`config.mk`:
```
export PLATFORM = sky130hd
export DESIGN_NAME = gsad_front
export DESIGN_NICKNAME = d
export VERILOG_FILES = /design/src/sv/gsad_pkg.sv /design/src/sv/gsad_front.sv
export SDC_FILE = /design/constraint.sdc
export NUM_CORES = 1
export LEC_CHECK = 0
export ABC_CLOCK_PERIOD_IN_PS = 1200
export BUFFER_PORTS_ARGS = -buffer_cell sky130_fd_sc_hd__buf_2
export CAP_MARGIN = 30
export CORE_AREA = 2 2 122 124
export DETAILED_ROUTE_END_ITERATION = 10
export DIE_AREA = 0 0 124 126
export PLACE_DENSITY = 0.68
export SLEW_MARGIN = 20
export SYNTH_ARGS = -nofsm -noshare
export SYNTH_HDL_FRONTEND = slang
export SYNTH_SLANG_ARGS = --single-unit
```
`constraint.sdc`:
```
create_clock -name vclk -period 1.2
set_clock_uncertainty 0.05 [all_clocks]
set_input_delay 0.06 -clock vclk [all_inputs]
set_output_delay 0.06 -clock vclk [all_outputs]
set_load 0.005 [all_outputs]
```
`src/sv/gsad_pkg.sv`:
```
`timescale 1ns / 1ps
// ----------------------------------------------------------------------------
// gsad_pkg: shared types and constants for the Golay (23,12) decoder
// Widths, pair enumeration helpers and register indexes used by all modules.
// ----------------------------------------------------------------------------
package gsad_pkg;

  localparam int CODE_LEN  = 23;
  localparam int SYN_W     = 11;
  localparam int MAT_BITS  = CODE_LEN * SYN_W;          // 253
  localparam int NPAIR     = CODE_LEN * (CODE_LEN - 1) / 2;
  localparam int STEP_W    = 5;
  // step 0 checks singles and pairs, steps 1..21 check triples led by a = step-1
  localparam int LAST_STEP = CODE_LEN - 2;
  localparam int CFG_IDX_W = 3;
  localparam int CFG_W     = 64;
  localparam int PART3_W   = MAT_BITS - 3 * CFG_W;      // 61

  typedef logic [CODE_LEN-1:0]             word_t;
  typedef logic [SYN_W-1:0]                syn_t;
  typedef logic [CODE_LEN:0]               dec_t;
  typedef logic [STEP_W-1:0]               step_t;
  typedef logic [CODE_LEN-1:0][SYN_W-1:0]  col_arr_t;

  // configuration register indexes
  typedef enum logic [CFG_IDX_W-1:0] {
    REG_PART0 = 3'd0,
    REG_PART1 = 3'd1,
    REG_PART2 = 3'd2,
    REG_PART3 = 3'd3
  } cfg_reg_t;

  // one queued request: word and its syndrome
  typedef struct packed {
    word_t word;
    syn_t  syn;
  } q_entry_t;

  typedef struct packed {
    logic full;
    logic empty;
  } q_status_t;

  // lower position of pair p in lexicographic order
  function automatic int pair_lo(input int p);
    int k;
    int res;
    k = 0;
    res = 0;
    for (int a = 0; a < CODE_LEN; a++) begin
      for (int b = a + 1; b < CODE_LEN; b++) begin
        if (k == p) res = a;
        k++;
      end
    end
    return res;
  endfunction

  // upper position of pair p in lexicographic order
  function automatic int pair_hi(input int p);
    int k;
    int res;
    k = 0;
    res = 0;
    for (int a = 0; a < CODE_LEN; a++) begin
      for (int b = a + 1; b < CODE_LEN; b++) begin
        if (k == p) res = b;
        k++;
      end
    end
    return res;
  endfunction

  // two-bit error mask of pair p
  function automatic word_t pair_mask(input int p);
    word_t m;
    m = '0;
    m[pair_lo(p)] = 1'b1;
    m[pair_hi(p)] = 1'b1;
    return m;
  endfunction

endpackage

```
`src/sv/gsad_front.sv`:
```
`timescale 1ns / 1ps
// ----------------------------------------------------------------------------
// gsad_front: request intake and syndrome computation
// Accepts a received word, XORs the check columns of its set bits and
// pushes word plus syndrome into the request queue.
// ----------------------------------------------------------------------------
module gsad_front (
  input  logic                in_valid,
  output logic                in_ready,
  input  gsad_pkg::word_t     in_received_word,
  input  gsad_pkg::col_arr_t  cols,
  input  gsad_pkg::q_status_t q_status,
  output logic                q_push,
  output gsad_pkg::q_entry_t  q_entry
);

  gsad_pkg::syn_t syn;

  // syndrome: XOR of columns at set positions
  always_comb begin
    syn = '0;
    for (int n = 0; n < gsad_pkg::CODE_LEN; n++) begin
      if (in_received_word[n]) syn = syn ^ cols[n];
    end
  end

  assign in_ready      = !q_status.full;
  assign q_push        = in_valid && !q_status.full;
  assign q_entry.word  = in_received_word;
  assign q_entry.syn   = syn;

endmodule

```
Yosys cells after proc, flatten, opt, wreduce, memory -nomap -nowiden:

Cells that the tools add are included.

* register bits: 0
* input bits: 279
* output and inout port bits: 36
* logic and storage cells: 47

* muxes and demuxes: 23
* bitwise operators: 22
* reduce and logical (&&, ||, !) cells: 2

Operator list (count)
* $mux 11: 23
* $xor 11x11->11: 22
* $logic_and 1x1->1: 1
* $logic_not 1->1: 1

Logic depth before layout (Yosys ltp):

* depth in word-level cells: 45
* depth in mapped cells: 6

Worst setup path after synthesis:

OpenSTA, ideal clock, no wires.

* path kind: input port to output port
* from: input port in_received_word[22]
* to: output port q_entry[1] (netlist name)
* data arrival time: 1.122 ns
* data required time: 1.090 ns
* path slack: -0.032 ns
* stages: 6
* buffers on the path: 1
* path through: buf_4 -> nand2_1 -> xor2_1 -> xnor2_1 -> xnor2_1 -> xnor3_1

RTL lines
* start: declaration: RTL line gsad_front.sv:10 `input gsad_pkg::word_t in_received_word,`
* end: declaration: RTL line gsad_front.sv:14 `output gsad_pkg::q_entry_t q_entry`

==> summary.txt <==
Synthesis
  • Register area share after synthesis: 0%
  • Post-synthesis mux area share: 0%
  • Syn nets: roughly 810
  • Avg Cell Area, Syn: ~7 um2
  • Post-synth top area cell: xnor2_1
  • Syn Inst Count: roughly 530
  • Top cells by area, synth: xnor2_1 (36%), nand2_1 (23%), xor2_1 (10%), xnor2_2 (9.1%), buf_4 (7.2%)
  • Adder-cell share of the synthesized area: 0%
  • Post-synthesis simple-gate area fraction: 27.3%
  • Synth Warn #: 0
  • Complex-gate fraction of the synthesized area: 0%
  • Largest family of logic cells by synthesized area: XOR/XNOR gates
  • Synthesized area: between 0.003 and 0.004 mm2
  • Cell variety after synth: 10
  • Area fraction of the dominant cell type after synthesis: ~36%
  • XOR/XNOR Fraction of Synth Area: between 60 and 70%

Drt
  • Pre-antenna DRT Iters: 5
  • Vias: roughly 4600
  • DR DRC count: 0
  • Drt initial violations: 207
  • Avg WL per Cell: ~18 um
  • Post-route ant nets: 0
  • Vias per cell: roughly 4.4
  • Final wirelength: between 15000 and 20000 um

Finish
  • Fillers: 1482
  • Final Instance Area: 0.00672 mm2
  • Synth-to-Final Area Change: 79.8%
  • Seq_cells: 0
  • Register area: 0 um2
  • Clock buffers: 0
  • Area of the multi-input gates: between 0.003 and 0.004 mm2
  • N_diodes: 0
  • Fraction of layout cells with a size suffix above 1: about three fifths
  • # nets final: approximately 1100

Critical path
  • CP cell instances: buf_6 > buf_12 > nand2_1 > xor2_2 > xnor2_1 > xnor2_1 > xnor3_1 > buf_2
  • Largest delay contributor family on the critical path: XOR/XNOR gates
  • WP data arrival: 1.44 ns
  • CP endpoint kind: output pin
  • Cell repeated most along the worst path: xnor2_1
  • CP Launch Type: input port
  • Crit Path Class: input port to output pin
  • WP buf/inv: 3
  • Crit-path slowest cell: xnor3_1
  • Largest fanout on the critical path: 6
  • Critical Path RT: 1.09 ns
  • Critical Path Max Stage Delay: between 0.3 and 0.4 ns

Place
  • Gp weighted congestion: 0.864
  • Placement Setup Slack: -0.547 ns
  • Hpwl dp: between 15000 and 20000 um
  • Port Buf Inserts: roughly 310
  • DP Area: approximately 0.0058 mm2

Floorplan
  • I/O pin cnt: 315
  • Initial Util: between 20% and 30%
  • Horiz. Die Dim: about 120 um
  • Core Area: 0.0143 mm2
  • Cell row count: 44
  • Die height: roughly 130 um
  • Full die area: 0.0156 mm2

Flow run
  • Max_cap viols: 0

Timing
  • Minimum period implied by the final worst setup slack: 1.55 ns
  • Final hold vios: 0
  • Fin crit share: 129%
  • Hold WS: 0.250 ns
  • Final count of negative-setup-slack endpoints: 11
  • Setup WS post-layout: -0.352 ns
  • Max Fclk: around 0.64 GHz
  • Relative slew slack: about four fifths
  • Worst slew pin tran: 0.294 ns
  • Setup repair after global routing missed its margin: yes
  • Setup TNS: -3.65 ns
  • Fin. max-slew vios: 0

Status
  • Status: finished with violations
  • Failing checks: setup timing

Global route
  • First-pass GRT wire length: ~25000 um
  • GRT Util Overall: between 20% and 30%
  • Vias in the first global route: 4451
  • Largest net degree at the start of global routing: 13
  • Antenna violations before repair: 1
  • Grt ovf: 0

Min path
  • Hold Path Class: input port to output pin
  • Hold_sp: in_received_word[13]
  • Hold path endpoint: q_entry[24]
  • Hold path depth: 2

Power
  • Max IR drop VDD: about 430 uV
  • Pwr dens: 677 mW/mm2
  • Lkg Pwr: between 0.003 and 0.004 uW
  • Pwr Total: ~4600 uW

Clock network
  • # hold bufs at CTS: 0
cells in the final DEF, fill, tap and decap left out:
cell	Yosys	final
xnor2_2	21	56
nor2b_1	1	1
xnor3_1	11	11
buf_8	0	12
buf_4	36	27
xnor2_1	155	120
buf_12	0	26
nand2_2	25	61
xor2_1	44	34
nand2_1	228	187
nand2_4	0	5
inv_1	1	1
xor2_2	0	10
buf_6	10	20
buf_2	0	293
clkbuf_16	0	3
cell families (layout without fill, tap and decap cells):
| family | after synthesis | in the layout |
|---|---|---|
| and+or+nand+nor | 254 | 254 |
| xor gates and xnor gates | 231 | 231 |
| buffers and inverters | 47 | 382 |
area by class of cell:
class,count,area share [%]
Multi-Input combinational cell,485,56.8
Timing Repair Buffer,381,39.7
Tap cell,184,3.43
Inverter,1,0.0559
report_power, final:
| part | switching, uW | leakage, uW | internal [uW] |
|---|---|---|---|
| sequential | 0 | 0 | 0 |
| combinational | 1880 | 0.00343 | 2670 |
| clock | 0 | 0 | 0 |
how the worst max path moves through the flow:
| stage | startpoint | end | slack (ns) | cells past startpoint |
|---|---|---|---|---|
| 2_1_floorplan | in_received_word[13] | q_entry[7] | -0.005 | 6 |
| 3_3_place_gp | in_received_word[18] | q_entry[2] | -0.55 | 8 |
| 3_5_place_dp | in_received_word[18] | q_entry[2] | -0.55 | 8 |
| 4_1_cts | in_received_word[22] | q_entry[6] | -0.43 | 9 |
| 5_1_grt | in_received_word[5] | q_entry[6] | -0.43 | 8 |
| 6_report | in_received_word[5] | q_entry[6] | -0.35 | 8 |
Yosys cell counts:
cell and n:
nand2_1 228, xnor2_1 155, xor2_1 44, buf_4 36
nand2_2 25, xnor2_2 21, xnor3_1 11, buf_6 10
inv_1 1, nor2b_1 1
per-stage QoR:
step	util, %	instances
after floorplan	-	532
after global routing	46.9	1051
final	46.9	1051
after global placement	40.6	1035
after detailed placement	40.6	1035
after CTS	43.7	1042
routing by layer:
metal	routed length [um]	track usage, %
met1	7530	27.7
met2	9650	38.8
met3	1620	2.67
met4	223	4.82
met5	13	0
what timing repair did:
action,4_1_cts,5_1_grt
cloned,0,3
buffers inserted,7,6
endpoints found under the setup margin,11,11
resized for setup,87,68
pin swaps,52,36
Note: power is estimated with default switching activity, not from simulation.
