<file path="config.mk">
export PLATFORM = sky130hd
export DESIGN_NAME = gsad_queue
export DESIGN_NICKNAME = d
export VERILOG_FILES = /design/src/sv/gsad_pkg.sv /design/src/sv/gsad_queue.sv
export SDC_FILE = /design/constraint.sdc
export NUM_CORES = 1
export LEC_CHECK = 0
export CORE_ASPECT_RATIO = 0.75
export CORE_MARGIN = 2
export CORE_UTILIZATION = 50
export CTS_CLUSTER_SIZE = 28
export DETAILED_ROUTE_END_ITERATION = 6
export DONT_BUFFER_PORTS = 1
export SLEW_MARGIN = 20
export SYNTH_ARGS = -nofsm -noshare
export SYNTH_HDL_FRONTEND = slang
export SYNTH_SLANG_ARGS = --single-unit
</file>
<file path="constraint.sdc">
create_clock -name clk -period 3.7 [get_ports clk]
set_input_delay 0.74 -clock clk [delete_from_list [all_inputs] [get_ports clk]]
set_output_delay 0.74 -clock clk [all_outputs]
set_load 0.1 [all_outputs]
</file>
<file path="src/sv/gsad_pkg.sv">
`timescale 1ns / 1ps
// ----------------------------------------------------------------------------
// gsad_pkg: shared types and constants for the Golay (23,12) decoder
// Widths, pair enumeration helpers and register indexes used by all modules.
// ----------------------------------------------------------------------------
package gsad_pkg;

  localparam int CODE_LEN  = 23;
  localparam int SYN_W     = 11;
  localparam int MAT_BITS  = CODE_LEN * SYN_W;          // 253
  localparam int NPAIR     = CODE_LEN * (CODE_LEN - 1) / 2;
  localparam int STEP_W    = 5;
  // step 0 checks singles and pairs, steps 1..21 check triples led by a = step-1
  localparam int LAST_STEP = CODE_LEN - 2;
  localparam int CFG_IDX_W = 3;
  localparam int CFG_W     = 64;
  localparam int PART3_W   = MAT_BITS - 3 * CFG_W;      // 61

  typedef logic [CODE_LEN-1:0]             word_t;
  typedef logic [SYN_W-1:0]                syn_t;
  typedef logic [CODE_LEN:0]               dec_t;
  typedef logic [STEP_W-1:0]               step_t;
  typedef logic [CODE_LEN-1:0][SYN_W-1:0]  col_arr_t;

  // configuration register indexes
  typedef enum logic [CFG_IDX_W-1:0] {
    REG_PART0 = 3'd0,
    REG_PART1 = 3'd1,
    REG_PART2 = 3'd2,
    REG_PART3 = 3'd3
  } cfg_reg_t;

  // one queued request: word and its syndrome
  typedef struct packed {
    word_t word;
    syn_t  syn;
  } q_entry_t;

  typedef struct packed {
    logic full;
    logic empty;
  } q_status_t;

  // lower position of pair p in lexicographic order
  function automatic int pair_lo(input int p);
    int k;
    int res;
    k = 0;
    res = 0;
    for (int a = 0; a < CODE_LEN; a++) begin
      for (int b = a + 1; b < CODE_LEN; b++) begin
        if (k == p) res = a;
        k++;
      end
    end
    return res;
  endfunction

  // upper position of pair p in lexicographic order
  function automatic int pair_hi(input int p);
    int k;
    int res;
    k = 0;
    res = 0;
    for (int a = 0; a < CODE_LEN; a++) begin
      for (int b = a + 1; b < CODE_LEN; b++) begin
        if (k == p) res = b;
        k++;
      end
    end
    return res;
  endfunction

  // two-bit error mask of pair p
  function automatic word_t pair_mask(input int p);
    word_t m;
    m = '0;
    m[pair_lo(p)] = 1'b1;
    m[pair_hi(p)] = 1'b1;
    return m;
  endfunction

endpackage

</file>
<file path="src/sv/gsad_queue.sv">
`timescale 1ns / 1ps
// ----------------------------------------------------------------------------
// gsad_queue: small request queue between front and back
// Show-ahead FIFO of word/syndrome entries; DEPTH >= 2.
// ----------------------------------------------------------------------------
module gsad_queue #(
  parameter int DEPTH = 2
) (
  input  logic                clk,
  input  logic                rst_n,
  input  logic                push,
  input  gsad_pkg::q_entry_t  push_entry,
  input  logic                pop,
  output gsad_pkg::q_entry_t  head_entry,
  output gsad_pkg::q_status_t status
);

  localparam int PTR_W = (DEPTH > 1) ? $clog2(DEPTH) : 1;
  localparam int CNT_W = $clog2(DEPTH + 1);

  gsad_pkg::q_entry_t mem_r [DEPTH];
  logic [PTR_W-1:0]   wr_ptr_r, wr_ptr_nxt;
  logic [PTR_W-1:0]   rd_ptr_r, rd_ptr_nxt;
  logic [CNT_W-1:0]   count_r, count_nxt;
  logic               do_push, do_pop;

  assign status.full  = (count_r == CNT_W'(DEPTH));
  assign status.empty = (count_r == '0);
  assign do_push      = push && !status.full;
  assign do_pop       = pop && !status.empty;
  assign head_entry   = mem_r[rd_ptr_r];

  // pointer and count update
  always_comb begin
    wr_ptr_nxt = wr_ptr_r;
    rd_ptr_nxt = rd_ptr_r;
    count_nxt  = count_r;
    if (do_push) begin
      wr_ptr_nxt = (wr_ptr_r == PTR_W'(DEPTH - 1)) ? '0 : wr_ptr_r + 1'b1;
    end
    if (do_pop) begin
      rd_ptr_nxt = (rd_ptr_r == PTR_W'(DEPTH - 1)) ? '0 : rd_ptr_r + 1'b1;
    end
    if (do_push && !do_pop) count_nxt = count_r + 1'b1;
    else if (do_pop && !do_push) count_nxt = count_r - 1'b1;
  end

  always_ff @(posedge clk) begin
    if (!rst_n) begin
      wr_ptr_r <= '0;
      rd_ptr_r <= '0;
      count_r  <= '0;
    end else begin
      wr_ptr_r <= wr_ptr_nxt;
      rd_ptr_r <= rd_ptr_nxt;
      count_r  <= count_nxt;
    end
  end

  // entry storage
  always_ff @(posedge clk) begin
    if (do_push) mem_r[wr_ptr_r] <= push_entry;
  end

endmodule

</file>
### Word-level counts from Yosys, hierarchy flattened

Memories as Yosys holds them, arrays and structs flattened. A register that Yosys moved wholly into a read port is not among the register bits.
Cells that the tools add are included.

* flip-flop bits (word level): 4
* latch bits: 0
* bits in writable memories: 68
* ROM bits: 0
* input port bits: 38
* output and inout bits: 36
* logic and storage cells: 27
* memories kept: 1

Memories
* mem_r: depth 2, width 34, read ports 1, clocked after Yosys merged registers in 1, wr ports 1, RTL line gsad_queue.sv:21 `gsad_pkg::q_entry_t mem_r [DEPTH];`

* add/subtract/negate cells: 4
* $mul: 0
* divide/modulo/power cells: 0
* magnitude comparators: 0
* equal/unequal tests: 1
* shift operators: 0
* muxes and demuxes: 8
* bitwise logic cells: 0
* reduce and logical (&&, ||, !) cells: 10

Operators with widths (number)
* $mux W1: 6
* $logic_and A1 B1 Y1: 4
* $logic_not A1 Y1: 4
* $mux W2: 2
* $add A1 B1 Y1 const B: 2
* $add A2 B1 Y2 const B: 1
* $eq A2 B2 Y1 const B: 1
* $logic_not A2 Y1: 1
* $reduce_bool A2 Y1: 1
* $sub A2 B1 Y2 const B: 1

### Longest topological paths before layout

Gate-level depths: netlist of run 1.

* depth in word-level cells: 7
* mapped depth: 7

### Worst setup path before layout of run 1

No wires, ideal clock.

* path kind: input port to flip-flop
* start: in push
* end: mem mem_r[0][0] in the netlist's numbering (enable)
* arrival time: 2191 ps
* data required time: 3279 ps
* path slack: 1088 ps
* stages: 2
* cell sequence: inv_1 -> nor3_2

* longest elaborated chain between the ends: 3

RTL lines
* start: declaration: RTL line gsad_queue.sv:11 `input logic push,`
* $logic_and A1 B1 Y1: RTL line gsad_queue.sv:29 `assign do_push = push && !status.full;`
* $mux W1: RTL line gsad_queue.sv:62 `if (do_push) mem_r[wr_ptr_r] <= push_entry;`
* $mux W1 (not written as such): RTL line gsad_queue.sv:62
* end: declaration: RTL line gsad_queue.sv:21

No other way between the ends.

==> flow_summary_export.csv, run 1 <==
group,metric,value,unit
grt,grtUsageMet1,0.128,
worst_setup_path,cp_cell_sequence,"buf_4 > mux2_2",
drt,wl_per_cell,17.8,um
timing,fmax,393,MHz
timing,maxSlewViolCount,0,
drt,vias,1133,
layout,antenna_cells,0,
floorplanning,die_y,67.5,um
timing,finalSetupTns,0,ns
timing,fin_ws,1.16,ns
worst_setup_path,startpoint_type,"flip-flop",
worst_setup_path,path_buf_inv,1,
worst_setup_path,cp_slowest_stage_delay,0.61,ns
grt,grt_pass1_wl,5730,um
worst_setup_path,timing.rr.start,"count_r[0]",
grt,use_met2,0.242,
drt,wl,3930,um
worst_setup_path,cp_top_family,"multiplexers",
worst_setup_path,path_max_fanout,29,
logic_synthesis,netlist_instances,131,
timing,rsz0062_at_grt,"false",
clocking,cts.htree.levels,3,
logic_synthesis,synth_nets,170,
layout,fin_nets,180,
grt,grt_most_used_layer,"met2",
logic_synthesis,synth-async-reset-ratio,0,
timing,fin_crit,2.54,ns
grt,grt_max_degree,30,
drt,routed_via_density,5.13,
drt,drt.antenna.violating_nets,0,
clocking,postCtsHoldBufs,0,
timing,hold_violations,0,
layout,mostFrequentLayoutCell,"edfxtp_1",
worst_setup_path,critPathKind,"flip-flop to output port",
drt,dr.first_iter.drc_count,94,
status,outcome,"finished, final reports clean",
layout,drive_gt1_frac,0.363,
worst_setup_path,critPathSlowestCell,"mux2_2",
clocking,clk_latency,0.33,ns
clocking,numCtsBuffers,9,
clocking,ctsResizeCount,0,
logic_synthesis,synth-edff-count,68,
drt,drc,0,
logic_synthesis,ys.flop_type,"edfxtp_1",
timing,setup_viol,0,
floorplanning,rows,23,
timing,period_share,0.687,
clocking,cts_setup_buffers,0,
layout,multiInputGateArea,518,um2
layout,nFillCells,401,
clocking,cts.clk_slew.worst_paths,0.07,ns
grt,use_met3,0.0990,
logic_synthesis,synth_seq_cells,73,
clocking,root_buffer,"clkbuf_8",
floorplanning,initial_utilization,0.510,
run,max_cap_viol_count,0,
floorplanning,core_area,5270,um2
clocking,cts_tree,"built",
logic_synthesis,avgSynthCellArea,20.5,um2
worst_setup_path,cp.arrival,1.80,ns
timing,max_slew.worst_pin.slew,1.07,ns
layout,area_delta_synth_final,11.9,%
timing,finClkSkew,0.00387,ns
floorplanning,die_area,5980,um2
logic_synthesis,netlist_area,2690,um2
grt,first_global_vias,1184,
logic_synthesis,yosysWarnings,0,
place,gp_congestion,0.673,
logic_synthesis,synth.distinct_cells,21,
drt,dr.pass1.iters,3,
hold_path,holdCritStartpoint,"push_entry[26]",
layout,regArea,2140,um2
timing,slew_headroom,0.288,
floorplanning,die_w,88.6,um
hold_path,min_path_type,"input port to flip-flop",
place,post-place-ws,1.48,ns
worst_setup_path,endpoint_kind,"output port",
grt,grt_overflow,0,
worst_setup_path,cp.required,2.96,ns
place,portBuffers,0,
grt,grtUsageTotal,0.141,
layout,final_cell_mix,"edfxtp_1, mux2_2, clkbuf_8",
floorplanning,boundaryPins,74,
logic_synthesis,ys_seq_area_frac,0.797,
grt,antenna_found_initial,0,
clocking,cts_buffer_depth,2,
clocking,cts_sinks,73,
worst paths after layout:
path               endpoint  slack [ns]  cells after the start
max          head_entry[12]        1.16                      2
min            mem_r[1][26]        0.50                      0
max reg2reg    mem_r[0][11]        1.55                      4
min reg2reg      count_r[1]        0.57                      2
metal layers:
layer,part of all wire,vias up
met4,0.019,0
met2,0.53,45
met1,0.35,553
met3,0.11,9
li1,-,526
met5,0,-
cells by family (layout without fill, tap and decap cells):
| family | count (synthesis) | in the layout | share of synthesized area |
|---|---|---|---|
| buffers and inverters | 6 | 21 | 0.0130 |
| flip-flops | 73 | 73 | 0.797 |
| adder cells (fa/ha/maj) | 1 | 1 | 0.00466 |
| AO/OA/AOI/OAI | 5 | 5 | 0.0121 |
| XOR/XNOR | 3 | 3 | 0.00978 |
| AND/OR/NAND/NOR | 9 | 9 | 0.0205 |
| multiplexers | 34 | 34 | 0.143 |
cell type report:
| cell class | instances | area share |
|---|---|---|
| timing repair buffer | 3 | 0.0117 |
| clock inverter | 7 | 0.0283 |
| clock buffer | 9 | 0.0412 |
| inverter | 2 | 0.00250 |
| multi-input combinational | 52 | 0.172 |
| tap | 75 | 0.0312 |
| sequential | 73 | 0.713 |
through the flow:
stage / utilization / area (um2) / hold slack, ns / cells
final: 0.571 / 3010 / 0.498 / 221
after floorplan: - / 2690 / 0.483 / 131
after global routing: 0.571 / 3010 / 0.466 / 221
after detailed placement: 0.531 / 2800 / 0.554 / 205
after CTS: 0.571 / 3010 / 0.477 / 221
after global placement: 0.531 / 2800 / 0.507 / 205
synthesized netlist by cell type, types with 2 or more instances:
| master | instances | area (um2) |
|---|---|---|
| edfxtp_1 | 68 | 2040 |
| mux2_2 | 34 | 383 |
| dfxtp_1 | 5 | 100 |
| and2_1 | 3 | 18.8 |
| buf_4 | 3 | 22.5 |
| nor2_1 | 2 | 7.51 |
| xnor2_1 | 2 | 17.5 |
state kept, by name (all words and copies together) (netlist names), named ones only:
| register | cells |
|---|---|
| count_r | 2 |
| rd_ptr_r | 1 |
| mem_r | 68 |
| wr_ptr_r | 1 |
Power of run 1 is not shown: default switching activity piles up to over one toggle a cycle in this logic, so the estimate is an artifact.
==> run 2: changes to the inputs <==
--- a/config.mk
+++ b/config.mk
@@ -11,6 +11,7 @@
 export CTS_CLUSTER_SIZE = 28
 export DETAILED_ROUTE_END_ITERATION = 6
 export DONT_BUFFER_PORTS = 1
+export PLACE_DENSITY = 0.68
 export SLEW_MARGIN = 20
 export SYNTH_ARGS = -nofsm -noshare
 export SYNTH_HDL_FRONTEND = slang
==> constraint.sdc (replaced) <==
create_clock -name clk -period 2.2 [get_ports clk]
set_input_delay 0.44 -clock clk [delete_from_list [all_inputs] [get_ports clk]]
set_output_delay 0.44 -clock clk [all_outputs]
set_load 0.1 [all_outputs]
==> flow_summary_export.csv, run 2 (same netlist as run 1, synthesis figures left out) <==
group,metric,value,unit
worst_setup_path,r2r-end,"mem_r[0][19]",
floorplanning,core_area,5270,um2
worst_setup_path,endpoint_kind,"output port",
clocking,cts_buffer_depth,2,
worst_setup_path,startpoint_type,"flip-flop",
status,outcome,"finished, final reports clean",
timing,slew_headroom,0.696,
timing,maxSlewViolCount,0,
hold_path,hold_depth,0,
run,max_cap_viol_count,0,
drt,wl_per_cell,17.3,um
place,place_inst,242,
worst_setup_path,reg2reg_depth,5,
drt,dr.first_iter.drc_count,81,
timing,fin_crit,1.97,ns
timing,hold_slack,0.194,ns
floorplanning,die_w,88.6,um
drt,routed_via_density,5.09,
worst_setup_path,cp.required,1.76,ns
clocking,numCtsBuffers,9,
layout,top_regs,"mem_r: 68 flops, count_r: 2 flops",
drt,drc,0,
worst_setup_path,worst-r2r-setup-slack,0.54,ns
floorplanning,boundaryPins,74,
layout,largest-register,"mem_r",
layout,antenna_cells,0,
layout,post-route-util,0.708,
timing,fmax,509,MHz
worst_setup_path,cp_slowest_stage_delay,0.41,ns
clocking,cts_sinks,73,
place,dp_hpwl,3100,um
place,portBuffers,0,
floorplanning,initial_utilization,0.510,
timing,finalSetupTns,0,ns
clocking,cts.clk_slew.worst_paths,0.08,ns
layout,mostFrequentLayoutCell,"edfxtp_1",
grt,grt_pass1_wl,6650,um
timing,finClkSkew,0.00801,ns
layout,area_delta_synth_final,38.8,%
place,gp_congestion,0.746,
timing,max_slew.worst_pin.slew,0.457,ns
worst_setup_path,critPathKind,"flip-flop to output port",
hold_path,min_path_type,"input port to flip-flop",
grt,grt_overflow,0,
timing,hold_violations,0,
layout,fin_nets,217,
clocking,root_buffer,"clkbuf_8",
grt,antenna_found_initial,0,
timing,setup_viol,0,
clocking,clk_latency,0.33,ns
grt,grt_max_degree,36,
timing,rsz0062_at_grt,"false",
grt,first_global_vias,1349,
drt,drt.antenna.violating_nets,0,
layout,layout.cells.non_filler,258,
clocking,postCtsHoldBufs,0,
drt,vias,1314,
worst_setup_path,cp_cell_sequence,"buf_4 > mux2_2 > buf_12",
clocking,cts_setup_buffers,0,
hold_path,hold_end,"mem_r[0][24]",
clocking,cts_tree,"built",
worst_setup_path,cp.arrival,1.53,ns
floorplanning,rows,23,
layout,largest_register_ffs,68,
floorplanning,die_y,67.5,um
layout,drive_gt1_frac,0.514,
worst_setup_path,timing.rr.start,"count_r[0]",
drt,wl,4460,um
drt,dr.pass1.iters,4,
floorplanning,die_area,5980,um2
grt,grtUsageTotal,0.162,
clocking,ctsResizeCount,0,
layout,final_cell_mix,"edfxtp_1, buf_12, mux2_2",
worst_setup_path,critPathSlowestCell,"mux2_2",
timing,period_share,0.894,
hold_path,holdCritStartpoint,"push_entry[24]",
clocking,cts.htree.levels,3,
worst_setup_path,path_max_fanout,20,
==> run 2: changes by cell type in the layout (fill, tap and decap cells not counted) <==
cell	delta
buf_12	+34
buf_4	+3
clkinv_1	-3
clkinv_4	+2
and3_1	-1
and3_2	+1
clkinv_2	-1
clkinvlp_4	+1
inv_6	+1
==> run 2: how the worst max path moves through the flow <==
stage                    start             end  slack, ns  cells past startpoint
detailed placement  count_r[0]     mem_r[0][4]       0.54                      5
CTS                  flip-flop  head_entry[24]       0.20                      3
finish               flip-flop  head_entry[24]       0.23                      3
floorplan           count_r[0]     mem_r[0][0]       0.11                      3
global placement     flip-flop  head_entry[12]       0.60                      3
global route         flip-flop  head_entry[14]       0.17                      3
==> run 2: area by class of cell <==
cell class              instances  area (um2)
fillers                       326        1540
clock buffers                   9         124
multi-input cells              52         519
clock inverters                 7         103
inverters                       2        7.51
well taps                      75        93.8
flip-flops and latches         73        2140
repair buffers                 40         738
==> run 2: metal layers <==
layer / part of all wire / up-vias / GRT usage
met5: 0 / - / 0
met4: 0.013 / 0 / 0.0852
met3: 0.13 / 6 / 0.109
met2: 0.53 / 54 / 0.278
met1: 0.33 / 652 / 0.145
li1: - / 602 / -
==> run 2: metrics by stage <==
| step | instance area (um2) | setup WS [ns] |
|---|---|---|
| floorplan | 2690 | 0.112 |
| global placement | 3500 | 0.600 |
| detailed placement | 3500 | 0.542 |
| CTS | 3730 | 0.198 |
| global route | 3730 | 0.169 |
| finish | 3730 | 0.233 |
==> run 2: critical path, delay by kind of cell, from the launching register on <==
family / cells / cell delay (ns)
muxes: 1 / 0.41
buffers and inverters: 2 / 0.44
DFF: 1 / 0.33
Power of run 2 is left out for the same reason.
